**src/design/fsod_pkg.sv**
```systemverilog
// Shared types and constants for the front sector obstacle decider.
// Used by fsod_angle_unit and front_sector_obstacle_decider_unit; no dependencies.
package fsod_pkg;

    // Range storage width default; ranges travel as 16-bit fields on the ports
    localparam int RANGE_BITS_DEF = 16;

    localparam int FIELD_W  = 16;  // range, speed and register field width
    localparam int START_W  = 17;  // header start angle
    localparam int STEP_W   = 14;  // header angle step
    localparam int ANGLE_W  = 32;  // accumulated sample angle
    localparam int IN_DATA_W  = 80;
    localparam int OUT_DATA_W = 48;
    localparam int CFG_IDX_W  = 3;

    // Input item kinds carried in tuser
    typedef enum logic [1:0] {
        OP_HEADER = 2'd0,
        OP_SAMPLE = 2'd1,
        OP_TICK   = 2'd2,
        OP_UNUSED = 2'd3
    } t_opcode;

    // Command kinds carried in the result tuser
    typedef enum logic [1:0] {
        MODE_FORWARD = 2'd0,
        MODE_TURN    = 2'd1,
        MODE_NO_SCAN = 2'd2,
        MODE_TIMEOUT = 2'd3
    } t_drive_mode;

    // Configuration register indexes
    typedef enum logic [CFG_IDX_W-1:0] {
        CFG_SAFE_DISTANCE    = 3'd0,
        CFG_CRUISE_SPEED     = 3'd1,
        CFG_SPIN_RATE        = 3'd2,
        CFG_HALF_SECTOR      = 3'd3,
        CFG_FALLBACK_ENABLE  = 3'd4,
        CFG_STALE_TICKS      = 3'd5,
        CFG_FALLBACK_LINEAR  = 3'd6,
        CFG_FALLBACK_ANGULAR = 3'd7
    } t_cfg_idx;

    // Register reset values
    localparam logic [FIELD_W-1:0] SAFE_DISTANCE_RST    = 16'd600;
    localparam logic [FIELD_W-1:0] CRUISE_SPEED_RST     = 16'd200;
    localparam logic [FIELD_W-1:0] SPIN_RATE_RST        = 16'd600;
    localparam logic [FIELD_W-1:0] HALF_SECTOR_RST      = 16'd8579;
    localparam logic               FALLBACK_ENABLE_RST  = 1'b1;
    localparam logic [FIELD_W-1:0] STALE_TICKS_RST      = 16'd15;
    localparam logic [FIELD_W-1:0] FALLBACK_LINEAR_RST  = 16'd100;
    localparam logic [FIELD_W-1:0] FALLBACK_ANGULAR_RST = 16'd0;

    // Result of the per-sample angle check
    typedef struct packed {
        logic               in_sector;
        logic [ANGLE_W-1:0] next_angle;
    } t_angle_res;

endpackage

```
**src/design/fsod_angle_unit.sv**
```systemverilog
// Sector test and saturating angle advance for one range sample.
// Depends on fsod_pkg.
module fsod_angle_unit
    import fsod_pkg::*;
(
    input  logic signed [ANGLE_W-1:0] i_angle,
    input  logic signed [STEP_W-1:0]  i_step,
    input  logic        [FIELD_W-1:0] i_half_sector,
    output t_angle_res                o_res
);
    localparam int EXT_W = ANGLE_W + 1;

    logic signed [EXT_W-1:0] angle_ext;
    logic signed [EXT_W-1:0] half_ext;
    logic signed [EXT_W-1:0] sum;
    logic signed [EXT_W-1:0] max_ext;
    logic signed [EXT_W-1:0] min_ext;
    logic                    in_sector;
    logic [ANGLE_W-1:0]      next_angle;

    assign angle_ext = EXT_W'(i_angle);
    assign half_ext  = $signed({{(EXT_W-FIELD_W){1'b0}}, i_half_sector});
    assign max_ext   = $signed({2'b00, {(ANGLE_W-1){1'b1}}});
    assign min_ext   = $signed({2'b11, {(ANGLE_W-1){1'b0}}});

    // |angle| <= half  <=>  -half <= angle <= half
    assign in_sector = (angle_ext <= half_ext) && (angle_ext >= -half_ext);

    // Advance by one step, clamped to the signed 32-bit range
    assign sum = angle_ext + EXT_W'(i_step);

    always_comb begin
        if (sum > max_ext) begin
            next_angle = max_ext[ANGLE_W-1:0];
        end else if (sum < min_ext) begin
            next_angle = min_ext[ANGLE_W-1:0];
        end else begin
            next_angle = sum[ANGLE_W-1:0];
        end
    end

    assign o_res = '{in_sector: in_sector, next_angle: next_angle};

endmodule

```
**src/design/front_sector_obstacle_decider_unit.sv**
```systemverilog
// Front sector obstacle decider: scan header, range samples and command ticks in,
// drive commands out. Depends on fsod_pkg and fsod_angle_unit.
//
// Usage: items enter on the s_ stream, one per cycle at full rate; tuser holds the
// item kind (header, sample, tick) and tlast marks a scan's final sample. Each item
// is held in the input register and resolved from there against the scan state, its
// command going into the result register; throughput is one item per cycle and the
// only thing that holds the input back is a full result register waiting on
// m_tready. Only ticks produce a command. Range state is RANGE_BITS wide and
// nearest_front reports the committed minimum clamped to 65535. Configuration
// writes take effect on the next cycle and should only occur while the block is idle.
module front_sector_obstacle_decider_unit
    import fsod_pkg::*;
#(
    parameter int RANGE_BITS = RANGE_BITS_DEF
) (
    input  logic                  i_clk,
    input  logic                  i_rst_n,
    // Input stream
    input  logic                  s_tvalid,
    output logic                  s_tready,
    // tdata, low bit up: start_angle[17], angle_step[14], range_floor[16],
    // range_ceiling[16], range_mm[16], range_invalid[1]
    input  logic [IN_DATA_W-1:0]  s_tdata,
    input  logic [1:0]            s_tuser,   // opcode[2]
    input  logic                  s_tlast,   // last_sample
    // Result stream
    output logic                  m_tvalid,
    input  logic                  m_tready,
    // tdata, low bit up: linear_speed[16], angular_speed[16], nearest_front[16]
    output logic [OUT_DATA_W-1:0] m_tdata,
    output logic [1:0]            m_tuser,   // drive_mode[2]
    // Configuration write port
    input  logic                  i_cfg_we,
    input  logic [CFG_IDX_W-1:0]  i_cfg_idx,
    input  logic [FIELD_W-1:0]    i_cfg_data
);
    localparam int RB    = RANGE_BITS;
    localparam int CMP_W = 33;

    // ---------------- configuration registers ----------------
    logic [FIELD_W-1:0] r_safe_distance, r_cruise_speed, r_spin_rate, r_half_sector;
    logic [FIELD_W-1:0] r_stale_ticks, r_fallback_linear, r_fallback_angular;
    logic               r_fallback_enable;

    always_ff @(posedge i_clk) begin
        if (!i_rst_n) begin
            r_safe_distance    <= SAFE_DISTANCE_RST;
            r_cruise_speed     <= CRUISE_SPEED_RST;
            r_spin_rate        <= SPIN_RATE_RST;
            r_half_sector      <= HALF_SECTOR_RST;
            r_fallback_enable  <= FALLBACK_ENABLE_RST;
            r_stale_ticks      <= STALE_TICKS_RST;
            r_fallback_linear  <= FALLBACK_LINEAR_RST;
            r_fallback_angular <= FALLBACK_ANGULAR_RST;
        end else if (i_cfg_we) begin
            unique case (t_cfg_idx'(i_cfg_idx))
                CFG_SAFE_DISTANCE:    r_safe_distance    <= i_cfg_data;
                CFG_CRUISE_SPEED:     r_cruise_speed     <= i_cfg_data;
                CFG_SPIN_RATE:        r_spin_rate        <= i_cfg_data;
                CFG_HALF_SECTOR:      r_half_sector      <= i_cfg_data;
                CFG_FALLBACK_ENABLE:  r_fallback_enable  <= i_cfg_data[0];
                CFG_STALE_TICKS:      r_stale_ticks      <= i_cfg_data;
                CFG_FALLBACK_LINEAR:  r_fallback_linear  <= i_cfg_data;
                CFG_FALLBACK_ANGULAR: r_fallback_angular <= i_cfg_data;
                default: ;
            endcase
        end
    end

    // ---------------- input register ----------------
    logic                r_in_valid;
    t_opcode             r_in_op;
    logic                r_in_last;
    logic [IN_DATA_W-1:0] r_in_data;
    logic                r_out_valid;
    logic                advance;
    logic                proc;

    // The resolve stage moves when the result register is free or being drained
    assign advance  = !r_out_valid || m_tready;
    assign s_tready = !r_in_valid || advance;
    assign proc     = r_in_valid && advance;

    always_ff @(posedge i_clk) begin
        if (!i_rst_n) begin
            r_in_valid <= 1'b0;
        end else if (s_tready) begin
            r_in_valid <= s_tvalid;
        end
    end

    always_ff @(posedge i_clk) begin
        if (s_tready && s_tvalid) begin
            r_in_op   <= t_opcode'(s_tuser);
            r_in_last <= s_tlast;
            r_in_data <= s_tdata;
        end
    end

    // Field unpacking
    logic signed [START_W-1:0] in_start;
    logic signed [STEP_W-1:0]  in_step;
    logic [RB-1:0]             in_floor, in_ceiling, in_range;
    logic                      in_invalid;
    logic [31:0]               floor_ext, ceil_ext, range_ext;

    assign in_start   = r_in_data[16:0];
    assign in_step    = r_in_data[30:17];
    assign floor_ext  = {16'b0, r_in_data[46:31]};
    assign ceil_ext   = {16'b0, r_in_data[62:47]};
    assign range_ext  = {16'b0, r_in_data[78:63]};
    assign in_invalid = r_in_data[79];
    assign in_floor   = floor_ext[RB-1:0];
    assign in_ceiling = ceil_ext[RB-1:0];
    assign in_range   = range_ext[RB-1:0];

    // ---------------- scan state ----------------
    logic [RB-1:0]             r_running_min, r_committed_min, r_scan_floor, r_scan_ceiling;
    logic signed [ANGLE_W-1:0] r_sample_angle;
    logic signed [STEP_W-1:0]  r_scan_step;
    logic                      r_have_scan;
    logic [FIELD_W-1:0]        r_ticks;

    t_angle_res angle_res;

    fsod_angle_unit u_angle (
        .i_angle       (r_sample_angle),
        .i_step        (r_scan_step),
        .i_half_sector (r_half_sector),
        .o_res         (angle_res)
    );

    // Sample qualification and minimum update
    logic          sample_hit;
    logic [RB-1:0] sample_min;

    assign sample_hit = angle_res.in_sector && !in_invalid &&
                        (in_range >= r_scan_floor) && (in_range <= r_scan_ceiling) &&
                        (in_range < r_running_min);
    assign sample_min = sample_hit ? in_range : r_running_min;

    // Saturating tick count as seen by this tick
    logic [FIELD_W-1:0] n_ticks;
    assign n_ticks = (r_ticks != '1) ? (r_ticks + 1'b1) : r_ticks;

    always_ff @(posedge i_clk) begin
        if (!i_rst_n) begin
            r_running_min   <= '1;
            r_committed_min <= '1;
            r_sample_angle  <= '0;
            r_scan_step     <= '0;
            r_scan_floor    <= '0;
            r_scan_ceiling  <= '0;
            r_have_scan     <= 1'b0;
            r_ticks         <= '0;
        end else if (proc) begin
            unique case (r_in_op)
                OP_HEADER: begin
                    r_sample_angle <= ANGLE_W'(in_start);
                    r_scan_step    <= in_step;
                    r_scan_floor   <= in_floor;
                    r_scan_ceiling <= in_ceiling;
                    r_running_min  <= '1;
                end
                OP_SAMPLE: begin
                    r_sample_angle <= angle_res.next_angle;
                    if (r_in_last) begin
                        r_committed_min <= sample_min;
                        r_have_scan     <= 1'b1;
                        r_ticks         <= '0;
                        r_running_min   <= '1;
                    end else begin
                        r_running_min <= sample_min;
                    end
                end
                OP_TICK: begin
                    if (r_have_scan) begin
                        r_ticks <= n_ticks;
                    end
                end
                default: ;
            endcase
        end
    end

    // ---------------- command decision ----------------
    logic [CMP_W-1:0]   committed_ext, safe_ext;
    logic [FIELD_W-1:0] nearest;
    logic               timeout;
    logic               n_out_valid;
    logic [FIELD_W-1:0] n_lin, n_ang;
    t_drive_mode        n_mode;

    assign committed_ext = {{(CMP_W-RB){1'b0}}, r_committed_min};
    assign safe_ext      = {{(CMP_W-FIELD_W){1'b0}}, r_safe_distance};
    assign nearest       = (committed_ext > CMP_W'(17'h0FFFF)) ? '1
                                                               : committed_ext[FIELD_W-1:0];
    assign timeout       = r_fallback_enable && (r_stale_ticks != '0) &&
                           (n_ticks > r_stale_ticks);

    always_comb begin
        n_out_valid = 1'b0;
        n_lin       = r_fallback_linear;
        n_ang       = r_fallback_angular;
        n_mode      = MODE_NO_SCAN;
        if (r_in_op == OP_TICK) begin
            priority if (!r_have_scan) begin
                n_out_valid = r_fallback_enable;
            end else if (timeout) begin
                n_out_valid = 1'b1;
                n_mode      = MODE_TIMEOUT;
            end else if (committed_ext < safe_ext) begin
                n_out_valid = 1'b1;
                n_lin       = '0;
                n_ang       = r_spin_rate;
                n_mode      = MODE_TURN;
            end else begin
                n_out_valid = 1'b1;
                n_lin       = r_cruise_speed;
                n_ang       = '0;
                n_mode      = MODE_FORWARD;
            end
        end
    end

    // ---------------- result register ----------------
    logic [OUT_DATA_W-1:0] r_out_data;
    t_drive_mode           r_out_mode;

    always_ff @(posedge i_clk) begin
        if (!i_rst_n) begin
            r_out_valid <= 1'b0;
        end else if (advance) begin
            r_out_valid <= proc && n_out_valid;
        end
    end

    always_ff @(posedge i_clk) begin
        if (proc && n_out_valid) begin
            r_out_data <= {nearest, n_ang, n_lin};
            r_out_mode <= n_mode;
        end
    end

    assign m_tvalid = r_out_valid;
    assign m_tdata  = r_out_data;
    assign m_tuser  = r_out_mode;

    // ---------------- assertions ----------------
    // A new command only appears after a tick was resolved
    a_out_from_tick: assert property (@(posedge i_clk) disable iff (!i_rst_n)
        $rose(r_out_valid) |-> $past(proc && r_in_op == OP_TICK))
        else $error("command appeared without a tick");

    // Once a scan has completed the block never forgets it
    a_have_scan_sticky: assert property (@(posedge i_clk) disable iff (!i_rst_n)
        r_have_scan |=> r_have_scan)
        else $error("have_scan cleared after a completed scan");

    // A non-final sample can only lower the running minimum
    a_min_monotone: assert property (@(posedge i_clk) disable iff (!i_rst_n)
        (proc && r_in_op == OP_SAMPLE && !r_in_last) |=>
        (r_running_min <= $past(r_running_min)))
        else $error("running minimum rose within a scan");

    // Turn commands only when the committed minimum is under the safe distance
    a_turn_reason: assert property (@(posedge i_clk) disable iff (!i_rst_n)
        (proc && n_out_valid && n_mode == MODE_TURN) |-> (committed_ext < safe_ext))
        else $error("turn issued with clear front");

endmodule

```
**config.mk**
```make
export PLATFORM = sky130hd
export DESIGN_NAME = front_sector_obstacle_decider_unit
export DESIGN_NICKNAME = d
export VERILOG_FILES = /design/src/design/fsod_pkg.sv /design/src/design/fsod_angle_unit.sv /design/src/design/front_sector_obstacle_decider_unit.sv
export SDC_FILE = /design/constraint.sdc
export NUM_CORES = 1
export LEC_CHECK = 0
export BUFFER_PORTS_ARGS = -buffer_cell sky130_fd_sc_hd__buf_2
export CAP_MARGIN = 20
export CORE_ASPECT_RATIO = 1.75
export CORE_MARGIN = 1
export CORE_UTILIZATION = 40
export DETAILED_ROUTE_END_ITERATION = 10
export GPL_ROUTABILITY_DRIVEN = 0
export SLEW_MARGIN = 20
export SYNTH_ARGS = -nofsm -noshare
export SYNTH_HDL_FRONTEND = slang
export SYNTH_SLANG_ARGS = --single-unit
```
**constraint.sdc**
```tcl
create_clock -name i_clk -period 5.8 [get_ports i_clk]
set_input_delay 1.74 -clock i_clk [delete_from_list [all_inputs] [get_ports i_clk]]
set_output_delay 1.74 -clock i_clk [all_outputs]
set_load 0.02 [all_outputs]
```
==> run summary <==
The flow ran to the end, and the final reports show no timing, DRC or antenna violations. Transition time at the pin with the least slew margin: 1.05 ns. The logs give 10400 um^2 for the multi-input logic area and 0 for the warning count from the yosys run.

In this run, the number of DRC markers left after iteration 0 of detailed routing was 863. For the total count of hold-check failures in the final report, the log shows 0. The detail route stage leaves a number of antenna-violating nets equal to 0. The critical path ends at m_tdata[28]$_DFFE_PP_. For the DRC violation count after routing, the log shows 0.

Clock-pin slew was measured on the worst setup and hold paths at 0.06 ns. The average size of a mapped cell works out to 9.33 um^2. The logs give 86100 um for the first-pass GRT wire length and 0 for the count of final setup violators. The via count normalized by instance count was 5.39; the maximum net fanout on the critical path was 33. Row generation in the floorplan step produced 108 rows.

In this run the tool buffered the top-level ports with 158 buffer cells. For this design the static power due to leakage is 0.00868 uW. The worst setup path is captured at a flop. Traced cell by cell, the critical path runs through ha_1 -> nand2_1 -> nor4_1 -> nand3_1 -> nand2b_1 -> or3_1 -> xnor2_1 -> ha_1 -> a21o_1 -> a21o_1 -> a21oi_1 -> nor2b_1 -> o21ai_0 -> a21oi_1 -> o31ai_4 -> buf_4 -> mux2_2.

In the synthesized netlist, the cells that appear most often are 399 x nand2_1, 242 x dfxtp_1, 161 x ha_1. In this run the tightest slew margin relative to its limit is 30.0%. For the worst-case clock buffer depth, the log shows 3. From left edge to right edge, the die measures 172 um.

The endpoint required time on the critical path was 6.09 ns; the post-synthesis instance area was 20100 um^2. The worst register-to-register path ends at m_tdata[28]$_DFFE_PP_. The timing startpoint of the critical path was r_ticks[0]$_SDFFE_PN0P_. For this block, the routed nets add up to 53900 um of wire. The tools report the pin count of the biggest net entering global routing as 91. Root cell of the clock tree: clkbuf_16. The buffers plus inverters on the worst setup path is 1, and the total via count after detailed routing is 16000. Clock latency on the worst-skew pair, taken at its later pin, is 0.55 ns. Once the floorplan was initialized, standard cells occupied 40.6% of the core.

The initial antenna violation count came out at 3. Ranked by total cell area, the synthesized netlist is headed by dfxtp_1 24%, edfxtp_1 20%, ha_1 10%. For the setup TNS, the log shows 0 ns.

The tools report the core outline area as 49600 um^2. The tightest hold path in the finished design has a slack of 0.463 ns. For this design, the sink count on the clock tree is 375.

After the last flow step, the layout net total stands at 2536. On the worst path, the slowest cell contributes a delay of 0.61 ns. The startpoint identified for the worst register-to-register timing path is r_ticks[0]$_SDFFE_PN0P_. In this run, distinct cell masters in the synthesized netlist total 74. Registers take 8840 um^2. The highest-delay cell along the critical path was nor4_1.

Timing would allow up to 0.222 GHz. For the count of hold buffers inserted by post-cts repair, the log shows 0. Setup repair after global routing left no endpoint under its margin.

After layout, the minimum clock period comes to 4.51 ns. STA classifies the critical path startpoint as a flop. The die covers 51200 um^2.

The top cell family by delay on the critical path is simple AND/OR/NAND/NOR gates. The sequential share of the synthesized area is 43.9%. Max-cap violations in this run came to 0.

After synthesis the netlist holds a flip-flop and latch count of 375. From synthesis to final layout, the design area changed by 13.0%. Of the available clock period, the critical path in the final layout requires 77.8%.

The number of clock buffers added by TritonCTS is 39. For this design the top-level I/O count stands at 159. For this run, asynchronously set or reset flops after synthesis account for 0%.

For flop-to-flop paths, the worst setup slack is 1.29 ns. The tools report the number of cells upsized or downsized after cts as 0. By startpoint and endpoint, the worst setup path is classified as reg2reg. TritonCTS built the clock tree. For the worst setup path, the data arrival time is 4.80 ns. The post-synthesis instance total came out at 2157. The total overflow left after global routing is 0. Dividing the detail-routed wire length by the instance count gives 18.2 um. The most repeated cell in the gate-level netlist after synthesis was nand2_1.

The number of setup buffers added after CTS was 0. The biggest area consumer among synthesized cells was dfxtp_1. The logs give 45.8% for the fraction of the core area covered by cells at the end of the flow and 0.000241 V for the worst vdd rail ir drop.

The fill cell total of the finished layout was 4782; the length in cells of the worst reg-to-reg path was 17. Dividing total power by cell area gives a power density of 254 nW/um^2. The total nets after synthesis came out at 2426. The via count of the first global-routing pass is 16100. Detailed placement finished with a half-perimeter wire length of 40300 um.

The number of enable-type register cells in the synthesized netlist was 133. The detailed-router iteration count before antenna repair was 7; the total power draw was 5770 uW. Across every metal layer, demand over resource in global routing totals 21.3%.

In this run the number of cells on the critical path is 17. The most used flip-flop cell after synthesis is dfxtp_1. Measured along the y axis, the die boundary spans 299 um.

The fraction of layout cells with a size suffix above 1 works out to 14.5%. The number of pins exceeding their max-slew limit in the final report was 0; the number of H-tree levels was 2. Between clock sinks in the finished design, the worst skew comes to 0.0268 ns. The share of the synthesized area in the top cell type is 24.1%. In this run the worst hold path is classified as reg2reg.
-- logic make-up after synthesis --
| group | synth area share (%) |
|---|---|
| multiplexers | 1.90 |
| adder cells (fa/ha/maj) | 10.1 |
| AND/OR/NAND/NOR | 18.5 |
| flip-flops | 43.9 |
| AO/OA/AOI/OAI | 19.0 |
| XOR/XNOR | 2.00 |
| buffers and inverters | 4.56 |
-- sequential cells by signal (all words and copies together) (netlist names), 2 cells and up --
signal / flops
r_stale_ticks: 16
m_tuser: 2
r_committed_min: 16
r_scan_floor: 16
r_scan_step: 14
r_half_sector: 16
r_ticks: 16
r_running_min: 16
r_fallback_angular: 16
r_scan_ceiling: 16
m_tdata: 48
r_fallback_linear: 16
r_in_op: 2
r_sample_angle: 32
r_spin_rate: 16
r_safe_distance: 16
r_in_data: 80
r_cruise_speed: 16
-- worst min-delay path by stage --
stage	from	endpoint	slack, ns	cells past startpoint
2_1_floorplan	r_committed_min[0]$_SDFFE_PN1P_	m_tdata[32]$_DFFE_PP_	0.42	0
3_3_place_gp	r_spin_rate[4]$_SDFFE_PN1P_	r_spin_rate[4]$_SDFFE_PN1P_	0.44	2
3_5_place_dp	r_cruise_speed[6]$_SDFFE_PN1P_	r_cruise_speed[6]$_SDFFE_PN1P_	0.45	2
4_1_cts	r_spin_rate[5]$_SDFFE_PN0P_	r_spin_rate[5]$_SDFFE_PN0P_	0.46	2
5_1_grt	r_fallback_linear[10]$_SDFFE_PN0P_	r_fallback_linear[10]$_SDFFE_PN0P_	0.48	2
6_report	r_fallback_linear[7]$_SDFFE_PN0P_	r_fallback_linear[7]$_SDFFE_PN0P_	0.46	2
-- cell usage in the layout (no fill, tap or decap), drive strengths merged, types with 23 or more instances in the layout --
cell    count
dfxtp     242
a311oi     33
nor2b      60
nor3       64
buf       181
o21ai      87
inv       111
nand3      48
a21boi    154
clkbuf     48
a21oi      99
a21o       41
nor3b      23
mux2       33
ha        161
xnor2      29
nor2       53
edfxtp    133
nand4      37
and3       25
and2       24
nand2     399
-- power breakdown --
| group | total (uW) | internal, uW | switching [uW] | leakage [uW] |
|---|---|---|---|---|
| clock network | 2460 | 1380 | 1080 | 0.000598 |
| registers | 2860 | 2800 | 62.2 | 0.00316 |
| logic | 441 | 163 | 278 | 0.00493 |
| total | 5770 | 4340 | 1420 | 0.00868 |
-- stage by stage --
step	std cells	instance area, um^2	setup WS, ns
global placement	2885	21400	1.41
CTS	2957	22700	1.32
finish	2958	22700	1.29
detailed placement	2886	21500	1.32
global route	2958	22700	0.888
floorplan	2157	20100	1.21
-- area by class of cell --
cell class | instances | share of cell area (%)
Clock buffer | 48 | 4.57
Timing Repair Buffer | 181 | 4.34
Multi-Input combinational cell | 1561 | 45.8
Sequential cell | 375 | 38.9
Antenna cell | 1 | 0.0110
Inverter | 109 | 1.80
Clock inverter | 23 | 0.930
Tap cell | 660 | 3.63
-- tightest hold or removal path, cell delays in order (launching register included) --
cell	delay (ns)
dfxtp_1	0.31
nand2_1	0.04
a21boi_0	0.06
-- metal layers --
| layer | global-route usage, % | wire length, um |
|---|---|---|
| met3 | 2.49 | 1800 |
| met2 | 39.9 | 28500 |
| met4 | 9.91 | 2370 |
| met5 | 0 | 25 |
| met1 | 23.4 | 21200 |
Power figures use the tool's default switching activity.
